<file path="config.mk">
export PLATFORM = sky130hd
export DESIGN_NAME = gap_interpolating_ema_tracker_unit
export DESIGN_NICKNAME = d
export VERILOG_FILES = /design/src/sv/gie_pkg.sv /design/src/sv/gap_interpolating_ema_tracker_unit.sv /design/src/sv/gie_div.sv /design/src/sv/gie_seq.sv /design/src/sv/gie_dp.sv
export VERILOG_INCLUDE_DIRS = /design/src /design/src/sv
export SDC_FILE = /design/constraint.sdc
export NUM_CORES = 2
export LEC_CHECK = 0
export ABC_AREA = 1
export BUFFER_PORTS_ARGS = -buffer_cell sky130_fd_sc_hd__buf_2
export CAP_MARGIN = 5
export CORE_AREA = 2 2 390 430
export DETAILED_ROUTE_END_ITERATION = 8
export DIE_AREA = 0 0 392 432
export GPL_TIMING_DRIVEN = 0
export PLACE_DENSITY_LB_ADDON = 0.08
export SLEW_MARGIN = 20
export SYNTH_ARGS = -nofsm -noshare
export SYNTH_HDL_FRONTEND = slang
export SYNTH_SLANG_ARGS = --single-unit
</file>
<file path="constraint.sdc">
create_clock -name clk -period 9.2 [get_ports clk]
set_input_delay 1.38 -clock clk [delete_from_list [all_inputs] [get_ports clk]]
set_output_delay 1.38 -clock clk [all_outputs]
set_load 0.05 [all_outputs]
</file>
<file path="src/sv/gap_interpolating_ema_tracker_unit_assert.svh">
// Assertion macros for the gap interpolating EMA tracker RTL.
// No dependencies; included by the modules that carry assertions.
`ifndef GAP_INTERPOLATING_EMA_TRACKER_UNIT_ASSERT_SVH
`define GAP_INTERPOLATING_EMA_TRACKER_UNIT_ASSERT_SVH
`ifndef ASSERT_OFF
// same-cycle implication
`define ASSERT_IMP(lbl, ck, rn, ante, cons) \
	lbl: assert property (@(posedge ck) disable iff (!rn) (ante) |-> (cons)) \
		else $error("assertion failed: same-cycle implication");
// next-cycle implication
`define ASSERT_NXT(lbl, ck, rn, ante, cons) \
	lbl: assert property (@(posedge ck) disable iff (!rn) (ante) |=> (cons)) \
		else $error("assertion failed: next-cycle implication");
`else
`define ASSERT_IMP(lbl, ck, rn, ante, cons)
`define ASSERT_NXT(lbl, ck, rn, ante, cons)
`endif
`endif

</file>
<file path="src/sv/gie_pkg.sv">
// Shared types and constants of the gap interpolating EMA tracker.
// No dependencies; imported by every module of the block.
package gie_pkg;

	localparam int DAY_BITS     = 16;
	localparam int SAMPLE_BITS  = 16;
	// alpha is Q0.16, the averages carry 16 extra fraction bits
	localparam int FRAC_BITS    = 16;
	localparam int EMA_BITS     = SAMPLE_BITS + FRAC_BITS;
	localparam int CHG_BITS     = SAMPLE_BITS + 1;
	localparam int RATE_BITS    = 20;
	localparam int PROD_BITS    = EMA_BITS + FRAC_BITS;
	localparam int DIV_BITS     = EMA_BITS;
	localparam int DIV_CNT_BITS = $clog2(DIV_BITS + 1);
	localparam int PC_BITS      = 4;

	typedef logic [DAY_BITS-1:0]           day_t;
	typedef logic [SAMPLE_BITS-1:0]        smp_t;
	typedef logic [FRAC_BITS-1:0]          alpha_t;
	typedef logic [EMA_BITS-1:0]           ema_t;
	typedef logic signed [CHG_BITS-1:0]    chg_t;
	typedef logic signed [RATE_BITS-1:0]   rate_t;
	typedef logic [PC_BITS-1:0]            pc_t;

	// jump conditions of the microcode
	typedef enum logic [2:0] {
		C_NEXT,
		C_NO_INPUT,
		C_FIRST,
		C_BAD,
		C_DIV_BUSY,
		C_MORE_DAYS,
		C_OUT_FULL,
		C_ALWAYS
	} cond_t;

	typedef enum logic {
		LANE_SHORT,
		LANE_LONG
	} lane_t;

	// one control word of the program
	typedef struct packed {
		logic  take;
		logic  setup;
		logic  first_init;
		logic  div_rate;
		logic  div_frac;
		logic  save_rate;
		logic  save_frac;
		logic  interp;
		logic  make_val;
		logic  diff;
		lane_t diff_lane;
		logic  mul;
		lane_t mul_lane;
		logic  upd;
		lane_t upd_lane;
		logic  commit;
		logic  restart;
		cond_t cond;
		pc_t   target;
	} ucode_t;

	// datapath flags tested by the sequencer
	typedef struct packed {
		logic in_valid;
		logic first;
		logic bad;
		logic div_busy;
		logic more_days;
		logic out_full;
	} status_t;

endpackage

</file>
<file path="src/sv/gap_interpolating_ema_tracker_unit.sv">
// Top level of the gap interpolating EMA tracker: APB registers and block wiring.
// Depends on gie_pkg, gie_seq and gie_dp.
//
//   channel  kind          payload
//   s_axis   stream in     day_number, sample
//   m_axis   stream out    relative_day, change, week_rate, averages; tuser bad_gap
//   apb      config slave  short_alpha at 0x0, long_alpha at 0x4
//
// The first sample after reset and a sample with a zero or negative gap go straight to the commit step.
// Any other sample takes two passes of the shared one-bit-per-cycle divider, then 6 microcode
// steps per gap day around the single multiplier.
// A finished result waits in the output register; the next sample is taken meanwhile and
// its own result stalls only at the final step while m_axis_tready stays low.
// arst_n clears the step counter, the tracker state, both averages and the output valid,
// and returns the alpha registers to their defaults.
module gap_interpolating_ema_tracker_unit import gie_pkg::*; (
	input  logic        clk,
	input  logic        arst_n,
	// APB configuration
	input  logic        psel,
	input  logic        penable,
	input  logic        pwrite,
	input  logic [2:0]  paddr,
	input  logic [31:0] pwdata,
	output logic [31:0] prdata,
	output logic        pready,
	// input stream
	input  logic        s_axis_tvalid,
	output logic        s_axis_tready,
	input  logic [31:0] s_axis_tdata,  // day_number[15:0], sample[31:16]
	// output stream
	output logic        m_axis_tvalid,
	input  logic        m_axis_tready,
	// relative_day[15:0], change[32:16], week_rate[52:33],
	// short_average[68:53], long_average[84:69], zero[87:85]
	output logic [87:0] m_axis_tdata,
	output logic [0:0]  m_axis_tuser   // bad_gap[0]
);

	localparam logic   REG_SHORT_ALPHA = 1'b0;
	localparam logic   REG_LONG_ALPHA  = 1'b1;
	localparam alpha_t SHORT_ALPHA_RST = 16'd16384;
	localparam alpha_t LONG_ALPHA_RST  = 16'd4228;
	localparam int     APB_DATA_BITS   = 32;

	alpha_t  short_alpha_q;
	alpha_t  long_alpha_q;
	logic    cfg_wr;
	logic    reg_sel;
	ucode_t  ctrl;
	status_t status;
	day_t    relative_day;
	chg_t    change;
	rate_t   week_rate;
	smp_t    short_average;
	smp_t    long_average;
	logic    bad_gap;

	// register access
	assign pready  = 1'b1;
	assign cfg_wr  = psel && penable && pwrite && pready;
	assign reg_sel = paddr[2];
	assign prdata  = {{(APB_DATA_BITS-FRAC_BITS){1'b0}},
	                  (reg_sel == REG_LONG_ALPHA) ? long_alpha_q : short_alpha_q};

	always_ff @(posedge clk or negedge arst_n) begin
		if (!arst_n) begin
			short_alpha_q <= SHORT_ALPHA_RST;
			long_alpha_q  <= LONG_ALPHA_RST;
		end else if (cfg_wr) begin
			unique case (reg_sel)
				REG_SHORT_ALPHA: short_alpha_q <= pwdata[FRAC_BITS-1:0];
				REG_LONG_ALPHA:  long_alpha_q  <= pwdata[FRAC_BITS-1:0];
				default:         short_alpha_q <= short_alpha_q;
			endcase
		end
	end

	// sequencer
	gie_seq u_seq (
		.clk    (clk),
		.arst_n (arst_n),
		.status (status),
		.ctrl   (ctrl)
	);

	assign s_axis_tready = ctrl.take;

	// datapath
	gie_dp u_dp (
		.clk           (clk),
		.arst_n        (arst_n),
		.ctrl          (ctrl),
		.short_alpha   (short_alpha_q),
		.long_alpha    (long_alpha_q),
		.item_valid    (s_axis_tvalid),
		.day_number    (s_axis_tdata[15:0]),
		.sample        (s_axis_tdata[31:16]),
		.result_ready  (m_axis_tready),
		.result_valid  (m_axis_tvalid),
		.relative_day  (relative_day),
		.change        (change),
		.week_rate     (week_rate),
		.short_average (short_average),
		.long_average  (long_average),
		.bad_gap       (bad_gap),
		.status        (status)
	);

	// result packing
	assign m_axis_tdata = {3'b000, long_average, short_average, week_rate, change,
	                       relative_day};
	assign m_axis_tuser = bad_gap;

endmodule

</file>
<file path="src/sv/gie_div.sv">
// Restoring divider, one quotient bit per cycle.
// Depends on gie_pkg.
module gie_div import gie_pkg::*; (
	input  logic                clk,
	input  logic                arst_n,
	input  logic                load,
	input  logic [DIV_BITS-1:0] dividend,
	input  day_t                divisor,
	output logic                busy,
	output logic [DIV_BITS-1:0] quotient,
	output day_t                remainder
);

	logic [DIV_CNT_BITS-1:0] cnt_q;
	logic [DIV_BITS-1:0]     quo_q;
	day_t                    rem_q;
	day_t                    divisor_q;
	logic [DAY_BITS:0]       shifted;
	logic [DAY_BITS:0]       trial;

	assign busy      = (cnt_q != '0);
	assign quotient  = quo_q;
	assign remainder = rem_q;

	// trial subtract of the shifted partial remainder
	assign shifted = {rem_q, quo_q[DIV_BITS-1]};
	assign trial   = shifted - {1'b0, divisor_q};

	// bit counter
	always_ff @(posedge clk or negedge arst_n) begin
		if (!arst_n) begin
			cnt_q <= '0;
		end else if (load) begin
			cnt_q <= DIV_CNT_BITS'(DIV_BITS);
		end else if (busy) begin
			cnt_q <= cnt_q - 1'b1;
		end
	end

	// remainder and quotient shift
	always_ff @(posedge clk) begin
		if (load) begin
			quo_q     <= dividend;
			rem_q     <= '0;
			divisor_q <= divisor;
		end else if (busy) begin
			if (!trial[DAY_BITS]) begin
				rem_q <= trial[DAY_BITS-1:0];
			end else begin
				rem_q <= shifted[DAY_BITS-1:0];
			end
			quo_q <= {quo_q[DIV_BITS-2:0], !trial[DAY_BITS]};
		end
	end

endmodule

</file>
<file path="src/sv/gie_seq.sv">
// Microcode sequencer: program ROM, step counter and jump logic.
// Depends on gie_pkg.
module gie_seq import gie_pkg::*; (
	input  logic    clk,
	input  logic    arst_n,
	input  status_t status,
	output ucode_t  ctrl
);

	// program step addresses
	localparam pc_t PC_WAIT      = 4'd0;
	localparam pc_t PC_SETUP     = 4'd1;
	localparam pc_t PC_CHECK     = 4'd2;
	localparam pc_t PC_DIV_RATE  = 4'd3;
	localparam pc_t PC_SAVE_RATE = 4'd4;
	localparam pc_t PC_DIV_FRAC  = 4'd5;
	localparam pc_t PC_SAVE_FRAC = 4'd6;
	localparam pc_t PC_INTERP    = 4'd7;
	localparam pc_t PC_VAL       = 4'd8;
	localparam pc_t PC_DIFF_S    = 4'd9;
	localparam pc_t PC_MUL_S     = 4'd10;
	localparam pc_t PC_UPD_S     = 4'd11;
	localparam pc_t PC_UPD_L     = 4'd12;
	localparam pc_t PC_COMMIT    = 4'd13;
	localparam pc_t PC_FIRST     = 4'd14;

	function automatic ucode_t ucode_rom(input pc_t pc);
		ucode_t w;
		w = '0;
		unique case (pc)
			PC_WAIT: begin
				w.take   = 1'b1;
				w.cond   = C_NO_INPUT;
				w.target = PC_WAIT;
			end
			PC_SETUP: begin
				w.setup  = 1'b1;
				w.cond   = C_FIRST;
				w.target = PC_FIRST;
			end
			PC_CHECK: begin
				w.div_rate = 1'b1;
				w.cond     = C_BAD;
				w.target   = PC_COMMIT;
			end
			PC_DIV_RATE: begin
				w.cond   = C_DIV_BUSY;
				w.target = PC_DIV_RATE;
			end
			PC_SAVE_RATE: begin
				w.save_rate = 1'b1;
				w.div_frac  = 1'b1;
			end
			PC_DIV_FRAC: begin
				w.cond   = C_DIV_BUSY;
				w.target = PC_DIV_FRAC;
			end
			PC_SAVE_FRAC: begin
				w.save_frac = 1'b1;
			end
			PC_INTERP: begin
				w.interp = 1'b1;
			end
			PC_VAL: begin
				w.make_val = 1'b1;
			end
			PC_DIFF_S: begin
				w.diff      = 1'b1;
				w.diff_lane = LANE_SHORT;
			end
			PC_MUL_S: begin
				w.mul       = 1'b1;
				w.mul_lane  = LANE_SHORT;
				w.diff      = 1'b1;
				w.diff_lane = LANE_LONG;
			end
			PC_UPD_S: begin
				w.upd      = 1'b1;
				w.upd_lane = LANE_SHORT;
				w.mul      = 1'b1;
				w.mul_lane = LANE_LONG;
			end
			PC_UPD_L: begin
				w.upd      = 1'b1;
				w.upd_lane = LANE_LONG;
				w.cond     = C_MORE_DAYS;
				w.target   = PC_INTERP;
			end
			PC_COMMIT: begin
				w.commit  = 1'b1;
				w.restart = 1'b1;
				w.cond    = C_OUT_FULL;
				w.target  = PC_COMMIT;
			end
			PC_FIRST: begin
				w.first_init = 1'b1;
				w.cond       = C_ALWAYS;
				w.target     = PC_COMMIT;
			end
			default: begin
				w.restart = 1'b1;
			end
		endcase
		return w;
	endfunction

	pc_t  pc_q;
	pc_t  pc_d;
	logic jump;

	assign ctrl = ucode_rom(pc_q);

	// condition select
	always_comb begin
		unique case (ctrl.cond)
			C_NEXT:      jump = 1'b0;
			C_NO_INPUT:  jump = !status.in_valid;
			C_FIRST:     jump = status.first;
			C_BAD:       jump = status.bad;
			C_DIV_BUSY:  jump = status.div_busy;
			C_MORE_DAYS: jump = status.more_days;
			C_OUT_FULL:  jump = status.out_full;
			C_ALWAYS:    jump = 1'b1;
			default:     jump = 1'b0;
		endcase
	end

	// next step
	always_comb begin
		priority if (jump) begin
			pc_d = ctrl.target;
		end else if (ctrl.restart) begin
			pc_d = PC_WAIT;
		end else begin
			pc_d = pc_q + pc_t'(1);
		end
	end

	always_ff @(posedge clk or negedge arst_n) begin
		if (!arst_n) begin
			pc_q <= PC_WAIT;
		end else begin
			pc_q <= pc_d;
		end
	end

endmodule

</file>
<file path="src/sv/gie_dp.sv">
// Datapath: tracker state, interpolation, shared EMA multiplier, output register.
// Depends on gie_pkg, gie_div and the assertion macro header.
`include "gap_interpolating_ema_tracker_unit_assert.svh"
module gie_dp import gie_pkg::*; (
	input  logic    clk,
	input  logic    arst_n,
	input  ucode_t  ctrl,
	input  alpha_t  short_alpha,
	input  alpha_t  long_alpha,
	input  logic    item_valid,
	input  day_t    day_number,
	input  smp_t    sample,
	input  logic    result_ready,
	output logic    result_valid,
	output day_t    relative_day,
	output chg_t    change,
	output rate_t   week_rate,
	output smp_t    short_average,
	output smp_t    long_average,
	output logic    bad_gap,
	output status_t status
);

	localparam int             HALF_LSB  = 1 << (FRAC_BITS - 1);
	localparam int             EMA_WIDE  = EMA_BITS + 1;
	localparam int             SUM_BITS  = EMA_BITS + 2;
	localparam int             MAG7_BITS = SAMPLE_BITS + 3;
	localparam logic [PROD_BITS-1:0] PROD_HALF = PROD_BITS'(HALF_LSB);
	localparam logic [EMA_BITS:0]    EMA_HALF  = EMA_WIDE'(HALF_LSB);
	localparam ema_t EMA_MAX = {{SAMPLE_BITS{1'b1}}, {FRAC_BITS{1'b0}}};

	// Q16.16 average to rounded Q16.0, saturated
	function automatic smp_t ema_out(input ema_t e);
		logic [EMA_BITS:0] s;
		s = {1'b0, e} + EMA_HALF;
		if (s[EMA_BITS]) begin
			return '1;
		end
		return s[EMA_BITS-1:FRAC_BITS];
	endfunction

	// tracker state
	logic seen_first_q;
	day_t first_day_q;
	day_t prev_day_q;
	smp_t prev_smp_q;
	ema_t short_ema_q;
	ema_t long_ema_q;

	// per-item working registers
	day_t                item_day_q;
	smp_t                item_smp_q;
	day_t                gap_q;
	chg_t                change_q;
	logic                bad_q;
	rate_t               rate_q;
	logic [DIV_BITS-1:0] q0_q;
	day_t                r0_q;
	ema_t                step_q;
	day_t                rem_q;
	day_t                day_cnt_q;
	ema_t                val_q;
	ema_t                dmag_q;
	logic                dneg_q;
	logic [PROD_BITS-1:0] prod_q;
	logic                pneg_q;

	// output register
	logic  out_valid_q;
	day_t  out_rel_q;
	chg_t  out_chg_q;
	rate_t out_rate_q;
	smp_t  out_short_q;
	smp_t  out_long_q;
	logic  out_bad_q;

	logic                commit_en;
	logic [DAY_BITS:0]   gap_full;
	chg_t                chg_full;
	smp_t                chg_mag;
	logic [MAG7_BITS-1:0] mag7;
	logic [DIV_BITS-1:0] rate_dividend;
	logic [DIV_BITS-1:0] frac_dividend;
	logic                div_load;
	logic                div_busy;
	logic [DIV_BITS-1:0] div_quo;
	day_t                div_rem;
	logic [RATE_BITS-1:0] rate_mag;
	logic [DAY_BITS:0]   rem_sum;
	logic                wrap;
	day_t                rem_next;
	ema_t                step_next;
	ema_t                val_base;
	ema_t                val_next;
	ema_t                diff_ema;
	logic [EMA_BITS:0]   diff_full;
	ema_t                dmag_next;
	alpha_t              mul_alpha;
	logic [PROD_BITS-1:0] prod_next;
	logic [PROD_BITS-1:0] prod_rnd;
	ema_t                incr;
	ema_t                upd_ema;
	logic signed [SUM_BITS-1:0] ema_sum;
	ema_t                ema_next;

	// status to the sequencer
	assign status.in_valid  = item_valid;
	assign status.first     = !seen_first_q;
	assign status.bad       = bad_q;
	assign status.div_busy  = div_busy;
	assign status.more_days = (day_cnt_q != gap_q);
	assign status.out_full  = out_valid_q && !result_ready;

	assign commit_en = ctrl.commit && !status.out_full;

	// gap, change and their magnitudes
	assign gap_full = {1'b0, item_day_q} - {1'b0, prev_day_q};
	assign chg_full = chg_t'({1'b0, item_smp_q} - {1'b0, prev_smp_q});
	assign chg_mag  = change_q[CHG_BITS-1] ? smp_t'(-change_q) : change_q[SAMPLE_BITS-1:0];
	assign mag7     = {chg_mag, 3'b000} - {3'b000, chg_mag};
	assign rate_dividend = DIV_BITS'(mag7);
	assign frac_dividend = {chg_mag, {FRAC_BITS{1'b0}}};

	// shared divider: weekly rate first, then per-day interpolation increment
	assign div_load = ctrl.div_rate || ctrl.div_frac;

	gie_div u_div (
		.clk       (clk),
		.arst_n    (arst_n),
		.load      (div_load),
		.dividend  (ctrl.div_frac ? frac_dividend : rate_dividend),
		.divisor   (gap_q),
		.busy      (div_busy),
		.quotient  (div_quo),
		.remainder (div_rem)
	);

	assign rate_mag = div_quo[RATE_BITS-1:0];

	// interpolation: quotient plus carried remainder each day
	assign rem_sum   = {1'b0, rem_q} + {1'b0, r0_q};
	assign wrap      = (rem_sum >= {1'b0, gap_q});
	assign rem_next  = wrap ? day_t'(rem_sum - {1'b0, gap_q}) : rem_sum[DAY_BITS-1:0];
	assign step_next = step_q + q0_q + ema_t'(wrap);
	assign val_base  = {prev_smp_q, {FRAC_BITS{1'b0}}};
	assign val_next  = change_q[CHG_BITS-1] ? val_base - step_q : val_base + step_q;

	// difference to the selected average
	assign diff_ema  = (ctrl.diff_lane == LANE_LONG) ? long_ema_q : short_ema_q;
	assign diff_full = {1'b0, val_q} - {1'b0, diff_ema};
	assign dmag_next = diff_full[EMA_BITS] ? ema_t'(-diff_full) : diff_full[EMA_BITS-1:0];

	// shared multiplier
	assign mul_alpha = (ctrl.mul_lane == LANE_LONG) ? long_alpha : short_alpha;
	assign prod_next = mul_alpha * dmag_q;

	// rounded step, half away from zero, then clamp
	assign prod_rnd = prod_q + PROD_HALF;
	assign incr     = prod_rnd[PROD_BITS-1:FRAC_BITS];
	assign upd_ema  = (ctrl.upd_lane == LANE_LONG) ? long_ema_q : short_ema_q;
	assign ema_sum  = pneg_q ? $signed({2'b00, upd_ema}) - $signed({2'b00, incr})
	                         : $signed({2'b00, upd_ema}) + $signed({2'b00, incr});

	always_comb begin
		priority if (ema_sum < 0) begin
			ema_next = '0;
		end else if (ema_sum > $signed({2'b00, EMA_MAX})) begin
			ema_next = EMA_MAX;
		end else begin
			ema_next = ema_sum[EMA_BITS-1:0];
		end
	end

	// tracker state
	always_ff @(posedge clk or negedge arst_n) begin
		if (!arst_n) begin
			seen_first_q <= 1'b0;
			first_day_q  <= '0;
			prev_day_q   <= '0;
			prev_smp_q   <= '0;
			short_ema_q  <= '0;
			long_ema_q   <= '0;
		end else begin
			if (ctrl.first_init) begin
				seen_first_q <= 1'b1;
				first_day_q  <= item_day_q;
				short_ema_q  <= {item_smp_q, {FRAC_BITS{1'b0}}};
				long_ema_q   <= {item_smp_q, {FRAC_BITS{1'b0}}};
			end
			if (ctrl.upd) begin
				if (ctrl.upd_lane == LANE_LONG) begin
					long_ema_q <= ema_next;
				end else begin
					short_ema_q <= ema_next;
				end
			end
			if (commit_en) begin
				prev_day_q <= item_day_q;
				prev_smp_q <= item_smp_q;
			end
		end
	end

	// working registers
	always_ff @(posedge clk) begin
		if (ctrl.take && item_valid) begin
			item_day_q <= day_number;
			item_smp_q <= sample;
		end
		if (ctrl.setup) begin
			gap_q    <= gap_full[DAY_BITS-1:0];
			bad_q    <= gap_full[DAY_BITS] || (gap_full == '0);
			change_q <= chg_full;
			rate_q   <= '0;
		end
		if (ctrl.first_init) begin
			change_q <= '0;
			bad_q    <= 1'b0;
		end
		if (ctrl.save_rate) begin
			rate_q <= change_q[CHG_BITS-1] ? rate_t'(-rate_mag) : rate_t'(rate_mag);
		end
		if (ctrl.save_frac) begin
			q0_q      <= div_quo;
			r0_q      <= div_rem;
			step_q    <= '0;
			rem_q     <= '0;
			day_cnt_q <= '0;
		end
		if (ctrl.interp) begin
			step_q    <= step_next;
			rem_q     <= rem_next;
			day_cnt_q <= day_cnt_q + day_t'(1);
		end
		if (ctrl.make_val) begin
			val_q <= val_next;
		end
		if (ctrl.diff) begin
			dmag_q <= dmag_next;
			dneg_q <= diff_full[EMA_BITS];
		end
		if (ctrl.mul) begin
			prod_q <= prod_next;
			pneg_q <= dneg_q;
		end
	end

	// output register
	always_ff @(posedge clk or negedge arst_n) begin
		if (!arst_n) begin
			out_valid_q <= 1'b0;
		end else if (commit_en) begin
			out_valid_q <= 1'b1;
		end else if (result_ready) begin
			out_valid_q <= 1'b0;
		end
	end

	always_ff @(posedge clk) begin
		if (commit_en) begin
			out_rel_q   <= item_day_q - first_day_q;
			out_chg_q   <= change_q;
			out_rate_q  <= rate_q;
			out_short_q <= ema_out(short_ema_q);
			out_long_q  <= ema_out(long_ema_q);
			out_bad_q   <= bad_q;
		end
	end

	assign result_valid  = out_valid_q;
	assign relative_day  = out_rel_q;
	assign change        = out_chg_q;
	assign week_rate     = out_rate_q;
	assign short_average = out_short_q;
	assign long_average  = out_long_q;
	assign bad_gap       = out_bad_q;

	// averages never exceed EMA_MAX, the largest whole Q16.16 value
	`ASSERT_IMP(a_ema_in_range, clk, arst_n, 1'b1, short_ema_q <= EMA_MAX && long_ema_q <= EMA_MAX)
	// carried remainders stay below the gap while iterating
	`ASSERT_IMP(a_rem_below_gap, clk, arst_n, ctrl.interp, rem_q < gap_q && r0_q < gap_q)
	// the last interpolated day lands exactly on the new sample
	`ASSERT_IMP(a_last_day_exact, clk, arst_n, ctrl.upd && ctrl.upd_lane == LANE_LONG && day_cnt_q == gap_q, step_q == frac_dividend)
	// one item in flight: the sequencer leaves the wait step after a transfer
	`ASSERT_NXT(a_single_take, clk, arst_n, ctrl.take && item_valid, !ctrl.take)

endmodule

</file>
==> out/metrics.yaml <==
design_area_mm2: 0.0641
skew_ns: 0.0435
synthToLayoutAreaGrowth_pct: 11.6
boundaryPins: 198
slew_viol_final: 0
num-fill-cells: 17621
die_area_mm2: 0.169
htreeDepth: 3
core_mm2: 0.165
synth_edf_count: 413
vias: 49607
layout_common_cells: "nand2_1, inv_1, nor2_1"
cts_buffer_depth: 3
cap_violations: 0
layout-drive-gt1-share: 0.0598
grt_pass1_vias: 50681
holdBufCountCts: 0
cts_inserted_buffers: 76
final_common_cell: "nand2_1"
timing.final.crit_share: 0.963
fin_util: 0.388
syn_inst: 7415
setup_violations: 0
synthArstFlopShare: 0.259
worst_pin_slew_ns: 1.24
fin_ws_ns: 0.345
drt_iter0_drc: 3052
layout_min_cycle_time_ns: 8.86
synth-warning-count: 0
relSlewSlack: 0.162
clk_pin_slew_ns: 0.06
crit_arrival_ns: 9.26
gp_congestion: 0.925
syn_area_per_cell_um2: 7.75
cts_root_buffer: "clkbuf_16"
critical_path_class: "reg -> reg"
drc_errors: 0
port_buffers: 158
hold_class: "reg -> reg"
synth_area_leaders: "edfxtp_1, fa_1, nand2_1, inv_1, ha_1"
start_kind: "flip-flop"
critPathCaptureType: "flip-flop"
multi_input_area_mm2: 0.0346
crit_fanout: 10
outcome: "complete, no violations"
cts_tree: "done"
synth_ff_type: "edfxtp_1"
syn-cell-area_mm2: 0.0574
hold_viol_final: 0
die_width_um: 392
seq_area_mm2: 0.0170
seq_area_frac_synth: 0.296
grt_pass1_wl_um: 316000
fmax_mhz: 113
rsz0062_at_grt: "true"
synth_cell_types: 67
cts.sinks: 603
initial_core_util: 0.347
antenna_found_initial: 11
final_antenna_net_count: 0
dp_hpwl_um: 176000
routed_wl_um: 211000
rows: 157
dr.pass1.iters: 6
yosys.area.top_type: "edfxtp_1"
yosysTopAreaCellShare: 0.216
crit_required_ns: 9.60
grt_overflow: 0
synth-seq-cells: 603
nets: 8581
insertion_delay_ns: 0.71
place_area_mm2: 0.0614
die_y_um: 432
wire_per_inst_um: 21.1
grt_max_degree: 86
gr-usage-all-layers: 0.250
place_ws_ns: -0.627
avgViaCountPerCell: 4.97
## critical path: stages (launching register included)
cell      delay (ns)
dfrtp_1         0.42
ha_1            0.25
nand2_1         0.37
clkbuf_2        0.48
clkbuf_2        0.35
o21ai_1         0.27
inv_1           0.26
clkbuf_2        0.34
nand2_1         0.14
fa_1            0.57
inv_1           0.05
fa_1            0.65
fa_1            0.46
fa_1            0.45
fa_1            0.52
inv_1           0.04
fa_1            0.60
inv_1           0.07
ha_1            0.38
a21oi_1         0.26
inv_1           0.09
a31oi_1         0.25
o21ai_0         0.24
a21oi_1         0.17
a21boi_1        0.39
o21ai_0         0.22
xor2_1          0.20
## layer usage
metal / share of wire / global-route usage / up-vias / wire (um)
met5: 0.00044 / 0 / - / 93
met3: 0.043 / 0.0297 / 311 / 9090
met4: 0.037 / 0.0879 / 16 / 7870
li1: - / - / 24099 / -
met2: 0.51 / 0.453 / 1149 / 107000
met1: 0.41 / 0.302 / 24032 / 86900
## repair_timing
| item | in CTS | in global routing |
|---|---|---|
| buffers inserted | 0 | 0 |
| endpoints found under the setup margin | 15 | 14 |
| hold endpoints to repair | 0 | 0 |
| resized for setup | 11 | 31 |
## stage by stage
step	setup TNS [ns]	hold WS (ns)	cells
5_1_grt	-0.0473	0.425	9973
3_3_place_gp	-7.84	0.404	9817
6_report	0	0.419	9974
3_5_place_dp	-2.00	0.406	9832
4_1_cts	0	0.421	9973
2_1_floorplan	0	0.400	7433
## flip-flops by register name, indices dropped and copies added, names as in the netlist, 17 cells and up
name                 flops
u_dp.long_ema_q         32
u_dp.rate_q             20
u_dp.short_ema_q        32
u_dp.dmag_q             32
u_dp.step_q             32
u_dp.u_div.quotient     32
u_dp.prod_q             33
u_dp.change             17
u_dp.change_q           17
u_dp.q0_q               32
u_dp.val_q              32
u_dp.week_rate          20
## final cells by class
| cell class | count | area share |
|---|---|---|
| timing repair buffer | 173 | 0.0165 |
| inverter | 1356 | 0.0797 |
| tap | 2226 | 0.0435 |
| multi-input combinational | 5259 | 0.540 |
| antenna | 1 | 0.0000390 |
| clock inverter | 46 | 0.00816 |
| buffer | 215 | 0.0152 |
| clock buffer | 95 | 0.0322 |
| sequential | 603 | 0.265 |
## Yosys cell counts (6+ instances only)
cell       instances
inv_2             11
o21ai_0          477
a21oi_1          450
dfxtp_1           34
fa_1             429
nand2_1         1749
buf_2             26
nor3_1            85
o21bai_1          21
o2111ai_1          6
a21boi_0          12
nand2_2            7
o21ai_2            6
inv_1           1332
a31oi_1           30
nor2_1           698
nor4_1            29
dfrtp_1          152
o22ai_1           11
nand4_1           65
o21ai_1           32
edfxtp_1         413
buf_1             18
o21a_1            28
or2_2             12
nand3b_1          15
nand3_1          297
a21o_1            24
a211oi_1          11
buf_4             23
nor2_2             8
clkbuf_1         143
o31ai_1           11
ha_1             394
xnor2_1           64
xor2_1           187
o211ai_1          12
nand3_2           10
clkinv_1          13
## cells by family (layout without fill, tap and decap cells)
| group | after synthesis | after routing | share of synthesized area |
|---|---|---|---|
| adders and majority gates | 823 | 823 | 0.235 |
| buffers and inverters | 1571 | 1885 | 0.105 |
| AOI/OAI and AO/OA | 1156 | 1156 | 0.110 |
| DFF | 603 | 603 | 0.296 |
| other | 2 | 21 | 0.000131 |
| muxes | 2 | 2 | 0.000349 |
| and+or+nand+nor | 3004 | 3004 | 0.214 |
| xor gates and xnor gates | 254 | 254 | 0.0391 |
## path summary, 6_finish.rpt
| kind | startpoint | endpoint | slack [ns] | depth (start not counted) |
|---|---|---|---|---|
| max | u_seq.pc_q[0]$_DFF_PN0_ | u_dp.prod_q[41]$_DFFE_PP_ | 0.34 | 26 |
| min | u_dp.rate_q[5]$_SDFFCE_PN0P_ | u_dp.week_rate[5]$_DFFE_PP_ | 0.42 | 0 |
| max reg2reg | u_seq.pc_q[0]$_DFF_PN0_ | u_dp.prod_q[41]$_DFFE_PP_ | 0.34 | 26 |
| min reg2reg | u_dp.rate_q[5]$_SDFFCE_PN0P_ | u_dp.week_rate[5]$_DFFE_PP_ | 0.42 | 0 |
| max in group asynchronous | arst_n | u_dp.short_ema_q[1]$_DFF_PN0_ | 7.54 | 2 |
| min in group asynchronous | arst_n | short_alpha_q[1]$_DFFE_PN0P_ | 0.71 | 1 |
Power is not shown: default switching activity piles up to over one toggle a cycle in this logic, so the estimate is an artifact.
